**src/hdl/lrpe_pkg.sv**
```systemverilog
`timescale 1ns / 1ps
package lrpe_pkg;

  typedef enum logic [2:0] {
    CMD_LOAD_ACTION = 3'd0,
    CMD_LOAD_GOTO   = 3'd1,
    CMD_LOAD_RULE   = 3'd2,
    CMD_START       = 3'd3,
    CMD_TOKEN       = 3'd4
  } cmd_e;

  localparam logic [2:0] ST_DONE     = 3'd0;
  localparam logic [2:0] ST_SHIFTED  = 3'd1;
  localparam logic [2:0] ST_ACCEPTED = 3'd2;
  localparam logic [2:0] ST_REJECTED = 3'd3;
  localparam logic [2:0] ST_IGNORED  = 3'd4;
  localparam logic [2:0] ST_OVERFLOW = 3'd5;

  localparam logic [1:0] AK_ERROR  = 2'd0;
  localparam logic [1:0] AK_SHIFT  = 2'd1;
  localparam logic [1:0] AK_REDUCE = 2'd2;
  localparam logic [1:0] AK_ACCEPT = 2'd3;

  typedef struct packed {
    logic [2:0] cmd;
    logic [5:0] state_row;
    logic [3:0] terminal_col;
    logic [3:0] nonterminal_col;
    logic [1:0] action_kind;
    logic [5:0] action_target;
    logic       goto_valid;
    logic [5:0] goto_state;
    logic [4:0] rule_index;
    logic [3:0] rule_lhs;
    logic [3:0] rule_length;
    logic [3:0] token;
  } item_in_t;

  typedef struct packed {
    logic       kind;
    logic [4:0] reduced_rule;
    logic [2:0] status;
    logic [8:0] stack_depth;
    logic       last;
  } item_out_t;

  // Controller to datapath commands.
  typedef struct packed {
    logic latch_in;
    logic rd_act;
    logic rd_from;
    logic push_shift;
    logic push_goto;
    logic start;
    logic clr_red;
    logic emit;
    logic emit_red;
    logic [2:0] status;
    logic fin;
  } ctrl_t;

  // Datapath status to controller.
  typedef struct packed {
    cmd_e       cmd;
    logic       load_bad;
    logic       parsing;
    logic       tok_bad;
    logic       sp_bad;
    logic       top_bad;
    logic [1:0] akind;
    logic       tok_is_end;
    logic       full;
    logic       red_bad;
    logic       rule_bad;
    logic       from_bad;
    logic       goto_bad;
    logic       push_full;
  } stat_t;

endpackage

```
**src/hdl/lrpe_ctrl.sv**
```systemverilog
`timescale 1ns / 1ps
module lrpe_ctrl (
  input  logic            clk_i,
  input  logic            rst_ni,
  input  logic            start,
  input  logic            ready_i,
  input  lrpe_pkg::stat_t stat_i,
  output logic            busy,
  output lrpe_pkg::ctrl_t ctrl_o
);
  import lrpe_pkg::*;

  typedef enum logic [2:0] {
    S_IDLE, S_TOP, S_ACT, S_DECIDE, S_FROM, S_GOTO, S_PUSH
  } state_e;

  state_e state_q, state_d;

  assign busy = (state_q != S_IDLE) || !ready_i;

  always_comb begin
    state_d = state_q;
    ctrl_o = '0;
    ctrl_o.status = ST_DONE;
    unique case (state_q)
      S_IDLE: begin
        if (start && ready_i) begin
          ctrl_o.latch_in = 1'b1;
          unique case (stat_i.cmd)
            CMD_LOAD_ACTION, CMD_LOAD_GOTO, CMD_LOAD_RULE: begin
              ctrl_o.emit = 1'b1;
              ctrl_o.status = stat_i.load_bad ? ST_IGNORED : ST_DONE;
            end
            CMD_START: begin
              ctrl_o.emit = 1'b1;
              ctrl_o.start = 1'b1;
            end
            CMD_TOKEN: begin
              if (stat_i.parsing) begin
                ctrl_o.clr_red = 1'b1;
                state_d = S_TOP;
              end else begin
                ctrl_o.emit = 1'b1;
                ctrl_o.status = ST_IGNORED;
              end
            end
            default: begin
              ctrl_o.emit = 1'b1;
              ctrl_o.status = ST_IGNORED;
            end
          endcase
        end
      end
      S_TOP: begin
        if (stat_i.tok_bad || stat_i.sp_bad) begin
          ctrl_o.emit = 1'b1;
          ctrl_o.fin = 1'b1;
          ctrl_o.status = ST_REJECTED;
          state_d = S_IDLE;
        end else begin
          state_d = S_ACT;
        end
      end
      S_ACT: begin
        if (stat_i.top_bad) begin
          ctrl_o.emit = 1'b1;
          ctrl_o.fin = 1'b1;
          ctrl_o.status = ST_REJECTED;
          state_d = S_IDLE;
        end else begin
          state_d = S_DECIDE;
        end
      end
      S_DECIDE: begin
        unique case (stat_i.akind)
          AK_SHIFT: begin
            ctrl_o.emit = 1'b1;
            state_d = S_IDLE;
            if (stat_i.full) begin
              ctrl_o.fin = 1'b1;
              ctrl_o.status = ST_OVERFLOW;
            end else begin
              ctrl_o.push_shift = 1'b1;
              ctrl_o.status = ST_SHIFTED;
            end
          end
          AK_REDUCE: begin
            if (stat_i.red_bad) begin
              ctrl_o.emit = 1'b1;
              ctrl_o.fin = 1'b1;
              ctrl_o.status = ST_REJECTED;
              state_d = S_IDLE;
            end else begin
              ctrl_o.rd_act = 1'b1;
              state_d = S_FROM;
            end
          end
          AK_ACCEPT: begin
            ctrl_o.emit = 1'b1;
            ctrl_o.fin = 1'b1;
            ctrl_o.status = stat_i.tok_is_end ? ST_ACCEPTED : ST_REJECTED;
            state_d = S_IDLE;
          end
          default: begin
            ctrl_o.emit = 1'b1;
            ctrl_o.fin = 1'b1;
            ctrl_o.status = ST_REJECTED;
            state_d = S_IDLE;
          end
        endcase
      end
      S_FROM: begin
        if (stat_i.rule_bad) begin
          ctrl_o.emit = 1'b1;
          ctrl_o.fin = 1'b1;
          ctrl_o.status = ST_REJECTED;
          state_d = S_IDLE;
        end else begin
          ctrl_o.rd_from = 1'b1;
          state_d = S_GOTO;
        end
      end
      S_GOTO: begin
        ctrl_o.rd_from = 1'b1;
        if (stat_i.from_bad) begin
          ctrl_o.emit = 1'b1;
          ctrl_o.fin = 1'b1;
          ctrl_o.status = ST_REJECTED;
          state_d = S_IDLE;
        end else begin
          state_d = S_PUSH;
        end
      end
      S_PUSH: begin
        if (stat_i.goto_bad) begin
          ctrl_o.emit = 1'b1;
          ctrl_o.fin = 1'b1;
          ctrl_o.status = ST_REJECTED;
          state_d = S_IDLE;
        end else if (stat_i.push_full) begin
          ctrl_o.emit = 1'b1;
          ctrl_o.fin = 1'b1;
          ctrl_o.status = ST_OVERFLOW;
          state_d = S_IDLE;
        end else begin
          ctrl_o.push_goto = 1'b1;
          ctrl_o.emit = 1'b1;
          ctrl_o.emit_red = 1'b1;
          state_d = S_TOP;
        end
      end
      default: state_d = S_IDLE;
    endcase
  end

  always_ff @(posedge clk_i or negedge rst_ni) begin
    if (!rst_ni) begin
      state_q <= S_IDLE;
    end else begin
      state_q <= state_d;
    end
  end
endmodule
```
**config.mk**
```make
export PLATFORM = sky130hd
export DESIGN_NAME = lrpe_ctrl
export DESIGN_NICKNAME = d
export VERILOG_FILES = /design/src/hdl/lrpe_pkg.sv /design/src/hdl/lrpe_ctrl.sv
export SDC_FILE = /design/constraint.sdc
export NUM_CORES = 1
export LEC_CHECK = 0
export ABC_CLOCK_PERIOD_IN_PS = 1750
export BUFFER_PORTS_ARGS = -buffer_cell sky130_fd_sc_hd__clkbuf_2
export CORE_AREA = 2 2 39 41
export DETAILED_ROUTE_END_ITERATION = 10
export DIE_AREA = 0 0 41 43
export PLACE_DENSITY = 0.75
export SYNTH_ARGS = -nofsm -noshare
export SYNTH_HDL_FRONTEND = slang
export SYNTH_SLANG_ARGS = --single-unit
export TNS_END_PERCENT = 20
```
**constraint.sdc**
```tcl
create_clock -name clk_i -period 1.75 [get_ports clk_i]
set_input_delay 0.175 -clock clk_i [delete_from_list [all_inputs] [get_ports clk_i]]
set_output_delay 0.175 -clock clk_i [all_outputs]
set_load 0.05 [all_outputs]
```
==> impl_metrics.json, run 1 <==
{
  "cts_tree": "done",
  "crit_path_top_delay_cell": "dfrtp_2",
  "diodes": 0,
  "pin_count": 35,
  "synth_area_leader_cell": "dfrtp_1",
  "tightestPinTransition_ns": 0.279,
  "power.leakage_uw": 0.000455,
  "clk_path_buf_depth": 2,
  "timing.setup.tns_ns": -0.354,
  "routed_wl_mm": 1.68,
  "antenna_found_initial": 0,
  "synthArstFlopShare_pct": 100,
  "hold_class": "input pin to async pin",
  "grt_pass1_wl_mm": 2.39,
  "die_h_um": 43,
  "power_density_nw_per_um2": 345,
  "r2r_end": "state_q[2]",
  "syn_avg_cell_area_sq_um": 7.31,
  "post-place-cells": 119,
  "cts_buffers": 3,
  "cp_num_buf_inv": 2,
  "ant_nets": 0,
  "synth_top_area_share_pct": 14.7,
  "cap_violations": 0,
  "critPathMaxStageDelay_ns": 0.43,
  "wl_per_cell_um": 12.6,
  "ys_ff_latch": 3,
  "startpoint_type": "flip-flop",
  "critPathArrivalTime_ns": 1.68,
  "routed_via_density": 5.23,
  "start_util_pct": 37.0,
  "setup_ws_ns": -0.107,
  "rrSetupSlack_ns": 0.61,
  "syn_inst": 70,
  "grt.overflow.total": 0,
  "die_w_um": 41,
  "coreArea_sq_um": 1380,
  "top_usage_layer": "met2",
  "cts_root_buf": "clkbuf_4",
  "yosysWarnings": 0,
  "gr-usage-met1_pct": 25.6,
  "vias": 695,
  "groute.usage.overall_pct": 19.3,
  "worstPathMaxFanout": 6,
  "irDropWorstVdd_mv": 0.344,
  "largestRegisters": "state_q (3)",
  "drtIter0Drc": 10,
  "use_met2_pct": 32.5,
  "cp-end-kind": "output port",
  "grt_max_degree": 12,
  "slew_headroom_pct": 81.5,
  "seq_area_frac_synth_pct": 14.7,
  "dr.pass1.iters": 4,
  "dpl_cell_area_sq_um": 712,
  "ys_types": 33,
  "ys_top_cells_by_count": "nor2_1, nor3_1, nand2b_1, nand2_1, inv_1",
  "nets": 139,
  "fillers": 135,
  "fin_cells": 133,
  "cts-htree-levels": 1,
  "cts.sinks": 3,
  "rr_worst_depth": 4,
  "worstPathRequired_ns": 1.57,
  "drive_above_1_share_pct": 59.8,
  "clkTransAtPathRegs_ns": 0.04,
  "netlist_area_sq_um": 512,
  "critical-path-top-delay-family": "compound AO/OA/AOI/OAI gates",
  "finClkSkew_ns": 0.00518,
  "min_period_ns": 1.86,
  "rsz0062_at_grt": "yes",
  "die_area_sq_um": 1760,
  "synth_area_leaders": "dfrtp_1, nand2b_1, nor3_1",
  "drv_slew": 0,
  "stdcell_area_sq_um": 913,
  "synthFlopType": "dfrtp_1",
  "grt_pass1_vias": 594,
  "power_frac_seq_pct": 22.7,
  "dpl.hpwl_mm": 1.14,
  "post-route-drc-count": 0,
  "rows": 14,
  "io_buffers": 34,
  "syn_nets": 91,
  "clk_latency_ns": 0.23,
  "hold_viol_final": 0,
  "reg2reg_from": "state_q[2]",
  "setup_viol": 4,
  "p_comb_share_pct": 39.0,
  "p_clk_share_pct": 38.3,
  "intPower_uw": 209,
  "violations": "negative setup slack",
  "period_share_pct": 106,
  "gp_congestion": 0.805,
  "path_cells": "buf_6 > nor2_2 > a32o_2 > a221oi_2 > o21ai_1 > clkbuf_8",
  "clock.fmax_mhz": 539,
  "swShare_pct": 33.5,
  "worstSetupPathType": "flip-flop to output port",
  "grt_use_met3_pct": 0,
  "p_switching_uw": 105,
  "synth-edff-count": 0,
  "status": "finished with violations",
  "regMostFlops": "state_q",
  "syn2layout_area_growth_pct": 78.5,
  "largest_register_ff_count": 3
}
==> cell families (layout without fill, tap and decap cells) <==
kind of cell	count (synthesis)	after routing	synth area share (%)
buffers and inverters	9	56	10.0
AND/OR/NAND/NOR	39	39	47.7
flip-flops	3	3	14.7
AO/OA/AOI/OAI	19	19	27.6
==> worst max path at each step <==
stage,from,end,cells after the start
2_1_floorplan,state_q[2],ctrl_o[8],4
3_3_place_gp,state_q[1],ctrl_o[0],5
3_5_place_dp,state_q[1],ctrl_o[1],5
4_1_cts,state_q[0],ctrl_o[2],6
5_1_grt,state_q[0],ctrl_o[0],6
6_report,state_q[0],ctrl_o[1],6
==> metrics by stage <==
stage / power, uW / util [%] / hold WS [ns] / setup WS [ns]
after global placement: 173 / 51.4 / -0.0295 / 0.0456
after detailed placement: 174 / 51.4 / -0.0276 / 0.0138
after floorplan: 132 / - / -0.121 / -0.0955
after global routing: 333 / 66.0 / 0.286 / -0.150
final: 315 / 66.0 / 0.264 / -0.107
after CTS: 311 / 59.6 / 0.255 / -0.0748
==> placed cells by master (no fill, tap or decap), types with 2 or more instances in the layout <==
cell type / Yosys / final
nor2_1: 7 / 6
buf_6: 1 / 3
nand2_1: 5 / 4
nor3_2: 0 / 3
clkbuf_4: 0 / 3
inv_1: 4 / 4
nand2_2: 1 / 2
buf_2: 1 / 2
nor3_1: 7 / 4
a21oi_1: 3 / 3
o22ai_1: 2 / 2
clkbuf_8: 0 / 3
buf_8: 0 / 2
nand2b_1: 6 / 6
buf_4: 2 / 10
o21ai_1: 3 / 3
dfrtp_2: 0 / 3
clkbuf_2: 0 / 26
==> power by group through the flow <==
stage	logic [uW]	clock network (uW)	registers, uW
finish	123	121	71.4
global route	131	130	71.5
CTS	112	127	71.7
detailed placement	101	0	72.9
global placement	100	0	72.8
floorplan	60.4	0	71.6
==> metal layers <==
layer / wire length, um / part of all wire (%)
met5: 0 / 0
met4: 0 / 0
met3: 103 / 6.1
met2: 903 / 54
met1: 672 / 40
==> cell type report <==
| type | count | area, sq um | area share [%] |
|---|---|---|---|
| inverter | 5 | 20.0 | 2.19 |
| multi-input combinational | 58 | 438 | 47.9 |
| clock buffer | 4 | 26.3 | 2.88 |
| sequential | 3 | 78.8 | 8.63 |
| timing repair buffer | 47 | 330 | 36.2 |
| tap | 16 | 20.0 | 2.19 |
==> repair_timing <==
item	4_1_cts	5_1_grt
pin swaps	1	4
endpoints found under the setup margin	8	8
hold endpoints to repair	3	0
hold buffers	1	0
gates resized for setup	17	19
buffers inserted	3	6
Note: power is estimated with default switching activity, not from simulation.
==> run 2, diff against run 1 <==
GPL_TIMING_DRIVEN = 0   (was not set)
==> impl_metrics.json, run 2 (synthesis results as in run 1) <==
{
  "violations": "negative setup slack",
  "irDropWorstVdd_mv": 0.508,
  "hold_viol_final": 0,
  "period_share_pct": 106,
  "grt_pass1_vias": 561,
  "clock.fmax_mhz": 539,
  "cts_tree": "done",
  "grt_pass1_wl_mm": 2.19,
  "largestRegisters": "state_q (3)",
  "startpoint_type": "flip-flop",
  "cts-htree-levels": 1,
  "rows": 14,
  "drive_above_1_share_pct": 57.8,
  "antenna_found_initial": 0,
  "dpl_cell_area_sq_um": 721,
  "p_comb_share_pct": 39.3,
  "routed_via_density": 5.34,
  "coreArea_sq_um": 1380,
  "drtIter0Drc": 18,
  "hold_class": "input pin to async pin",
  "worstPathMaxFanout": 8,
  "start_util_pct": 37.0,
  "swShare_pct": 32.4,
  "hold_slack_ns": 0.280,
  "cts.sinks": 3,
  "power.leakage_uw": 0.000452,
  "grt.overflow.total": 0,
  "clk_latency_ns": 0.22,
  "groute.usage.overall_pct": 17.1,
  "syn2layout_area_growth_pct": 78.7,
  "cap_violations": 0,
  "regMostFlops": "state_q",
  "routed_wl_mm": 1.58,
  "power_density_nw_per_um2": 337,
  "clk_path_buf_depth": 2,
  "tightestPinTransition_ns": 0.281,
  "intPower_uw": 208,
  "timing.setup.tns_ns": -0.285,
  "gp_congestion": 0.809,
  "power_frac_seq_pct": 23.0,
  "total_power_uw": 308,
  "min_period_ns": 1.85,
  "slew_headroom_pct": 81.1,
  "drv_slew": 0,
  "io_buffers": 34,
  "rr_worst_depth": 5,
  "vias": 705,
  "layout_common_cells": "clkbuf_2, buf_4, nand2b_1, nor2_1, buf_6",
  "worstPathRequired_ns": 1.57,
  "finClkSkew_ns": 0.00194,
  "cts_buffers": 3,
  "clkTransAtPathRegs_ns": 0.04,
  "die_h_um": 43,
  "p_clk_share_pct": 37.7,
  "setup_viol": 5,
  "setup_ws_ns": -0.104,
  "grt_max_degree": 11,
  "largest_register_ff_count": 3,
  "reg2reg_from": "state_q[1]",
  "cts_root_buf": "clkbuf_4",
  "pin_count": 35,
  "post-route-drc-count": 0,
  "diodes": 0,
  "dpl.hpwl_mm": 1.10,
  "rsz0062_at_grt": "yes",
  "final_common_cell": "clkbuf_2",
  "stdcell_area_sq_um": 915,
  "dr.pass1.iters": 4,
  "post-place-cells": 120,
  "p_switching_uw": 100,
  "worstSetupPathType": "flip-flop to output port",
  "cp-end-kind": "output port",
  "wl_per_cell_um": 12.0,
  "fin_cells": 132,
  "critPathArrivalTime_ns": 1.68,
  "status": "finished with violations",
  "die_area_sq_um": 1760,
  "nets": 138,
  "critPathLaunch": "state_q[1]",
  "die_w_um": 41,
  "ant_nets": 0
}
## run 2: cell count changes in the layout (fill, tap and decap cells not counted), sizes merged
cell | previous run | this run
clkbuf | 33 | 34
buf | 17 | 15
## run 2: final cells by class
cell class                      instances  area (sq um)
Fill cell                             126           469
Multi-Input combinational cell         58           435
Timing Repair Buffer                   42           294
Sequential cell                         3          77.6
Buffer                                  4          41.3
Clock buffer                            4          26.3
Inverter                                5          20.0
Tap cell                               16          20.0
## run 2: power by group through the flow
stage | registers, uW | clock network, uW | logic (uW)
floorplan | 71.6 | 0 | 60.4
global placement | 71.6 | 0 | 101
detailed placement | 71.7 | 0 | 103
CTS | 70.9 | 121 | 114
global route | 70.9 | 130 | 131
finish | 70.9 | 116 | 121
## run 2: per-stage QoR
stage / util, % / setup slack [ns]
final: 66.1 / -0.104
after global placement: 52.1 / 0.0670
after global routing: 66.1 / -0.166
after CTS: 60.0 / -0.105
after detailed placement: 52.1 / 0.0536
after floorplan: - / -0.0955
## run 2: worst max-delay path: stages, from the launching register on
cell and delay (ns):
dfrtp_2 0.42, buf_6 0.14, and2_4 0.13, a32o_2 0.22, a221oi_2 0.22, o21ai_1 0.13
clkbuf_8 0.20
## run 2: path summary, 6_finish.rpt
path,to,slack [ns]
setup / recovery,ctrl_o[0],-0.10
hold / removal,state_q[0],0.28
setup reg to reg,state_q[2],0.60
hold reg to reg,state_q[0],0.68
max in group asynchronous,state_q[1],1.35
min in group clk_i,state_q[2],0.31
## run 2: layer usage
layer | wire, um | global-route usage [%] | share of wire [%] | vias up
met5 | 0 | 0 | 0 | -
met4 | 0 | 2.00 | 0 | 0
met3 | 103 | 1.57 | 6.5 | 0
met2 | 834 | 29.7 | 53 | 33
met1 | 642 | 22.4 | 41 | 326
li1 | - | - | - | 346
## run 2: timing repair
item / 4_1_cts / 5_1_grt
hold endpoints to repair: 3 / 0
setup buffers: 1 / 6
cloned: 0 / 0
resized for setup: 15 / 24
pin swaps: 6 / 7
hold buffers: 1 / 0
endpoints found under the setup margin: 8 / 8
==> run 3, diff against run 2 <==
PLACE_DENSITY = 0.74   (was 0.75)
==> impl_metrics.json, run 3 (synthesis results as in run 1) <==
{
  "tightestPinTransition_ns": 0.282,
  "largestRegisters": "state_q (3)",
  "hold_slack_ns": 0.275,
  "power_density_nw_per_um2": 351,
  "cts_tree": "done",
  "cap_violations": 0,
  "dr.pass1.iters": 3,
  "routed_wl_mm": 1.42,
  "status": "finished with violations",
  "clkTransAtPathRegs_ns": 0.04,
  "groute.usage.overall_pct": 16.7,
  "largest_register_ff_count": 3,
  "routed_via_density": 5.18,
  "io_buffers": 34,
  "drtIter0Drc": 8,
  "diodes": 0,
  "violations": "negative setup slack",
  "rsz0062_at_grt": "yes",
  "irDropWorstVdd_mv": 0.397,
  "wl_met3_um": 79,
  "rows": 14,
  "postLayoutCoreUtil_pct": 62.9,
  "post-route-drc-count": 0,
  "slew_headroom_pct": 81.3,
  "grt_max_degree": 11,
  "wl_per_cell_um": 11.1,
  "worstPathRequired_ns": 1.57,
  "worstSetupPathType": "flip-flop to output port",
  "fin_cells": 128,
  "gp_congestion": 0.773,
  "finClkSkew_ns": 0.00227,
  "route.met2.wl_um": 756,
  "hold_viol_final": 0,
  "coreArea_sq_um": 1380,
  "grt_pass1_vias": 559,
  "die_w_um": 41,
  "regMostFlops": "state_q",
  "pin_count": 35,
  "clock.fmax_mhz": 530,
  "ant_nets": 0,
  "die_area_sq_um": 1760,
  "setup_viol": 4,
  "critPathArrivalTime_ns": 1.71,
  "min_period_ns": 1.89,
  "dpl_cell_area_sq_um": 721,
  "post-place-cells": 120,
  "layout_common_cells": "clkbuf_2, buf_4, nand2b_1, nor2_1",
  "grt.overflow.total": 0,
  "clk_latency_ns": 0.23,
  "cp-end-kind": "output port",
  "clk_path_buf_depth": 2,
  "hold_class": "input pin to async pin",
  "startpoint_type": "flip-flop",
  "grt_pass1_wl_mm": 2.10,
  "vias": 663,
  "power.leakage_uw": 0.000430,
  "die_h_um": 43,
  "cts-htree-levels": 1,
  "antenna_found_initial": 0,
  "cts_buffers": 3,
  "cts_root_buf": "clkbuf_4",
  "drv_slew": 0,
  "wl_met1_um": 584,
  "cts.sinks": 3,
  "syn2layout_area_growth_pct": 70.2,
  "setup_ws_ns": -0.136,
  "total_power_uw": 306,
  "start_util_pct": 37.0,
  "worstPathMaxFanout": 7,
  "highest_layer": "met3",
  "final_common_cell": "clkbuf_2",
  "dpl.hpwl_mm": 1.11,
  "drive_above_1_share_pct": 55.4,
  "stdcell_area_sq_um": 871,
  "nets": 134,
  "period_share_pct": 108
}
==> run 3: stage by stage <==
| step | setup TNS (ns) | setup WS, ns |
|---|---|---|
| 2_1_floorplan | -0.253 | -0.0955 |
| 6_report | -0.413 | -0.136 |
| 5_1_grt | -0.772 | -0.191 |
| 3_3_place_gp | 0 | 0.0678 |
| 4_1_cts | -0.311 | -0.122 |
| 3_5_place_dp | 0 | 0.0463 |
==> run 3: timing repair <==
action,CTS,global route
pin swaps,7,2
hold buffers,1,0
setup endpoints to repair,8,10
hold endpoints to repair,3,0
setup buffers,1,2
resized for setup,16,16
==> run 3: layer usage <==
| metal | vias up | GRT usage, % |
|---|---|---|
| met2 | 22 | 28.1 |
| met1 | 303 | 20.8 |
| met5 | - | 0 |
| li1 | 338 | - |
| met3 | 0 | 2.62 |
| met4 | 0 | 4.67 |
==> run 3: power by group <==
part           internal, uW  leakage (uW)  switching, uW
sequential             70.4     0.0000385          0.553
clock                  85.2     0.0000150           32.5
combinational          50.3      0.000377           66.8
total                   206      0.000430           99.9
==> run 3: path summary, 6_finish.rpt <==
check / start / cells after the start / to / slack [ns]
max reg2reg: state_q[1] / 6 / state_q[2] / 0.48
min in group clk_i: stat_i[3] / 3 / state_q[2] / 0.31
min reg2reg: state_q[0] / 2 / state_q[0] / 0.59
max in group asynchronous: rst_ni / 2 / state_q[1] / 1.35
max: state_q[1] / 6 / ctrl_o[0] / -0.14
min: rst_ni / 2 / state_q[0] / 0.28
==> run 3: worst max-delay path, stage by stage, from the launching register on <==
cell	delay, ns
dfrtp_2	0.42
buf_6	0.14
and2_4	0.13
a32o_2	0.22
a221oi_2	0.23
o21ai_1	0.14
clkbuf_8	0.20
==> run 3: area by class of cell <==
| class | instances | area (sq um) |
|---|---|---|
| timing repair buffer | 38 | 262 |
| tap | 16 | 20.0 |
| fill | 146 | 513 |
| clock buffer | 4 | 26.3 |
| sequential | 3 | 77.6 |
| buffer | 4 | 37.5 |
| multi-input combinational | 58 | 428 |
| inverter | 5 | 20.0 |
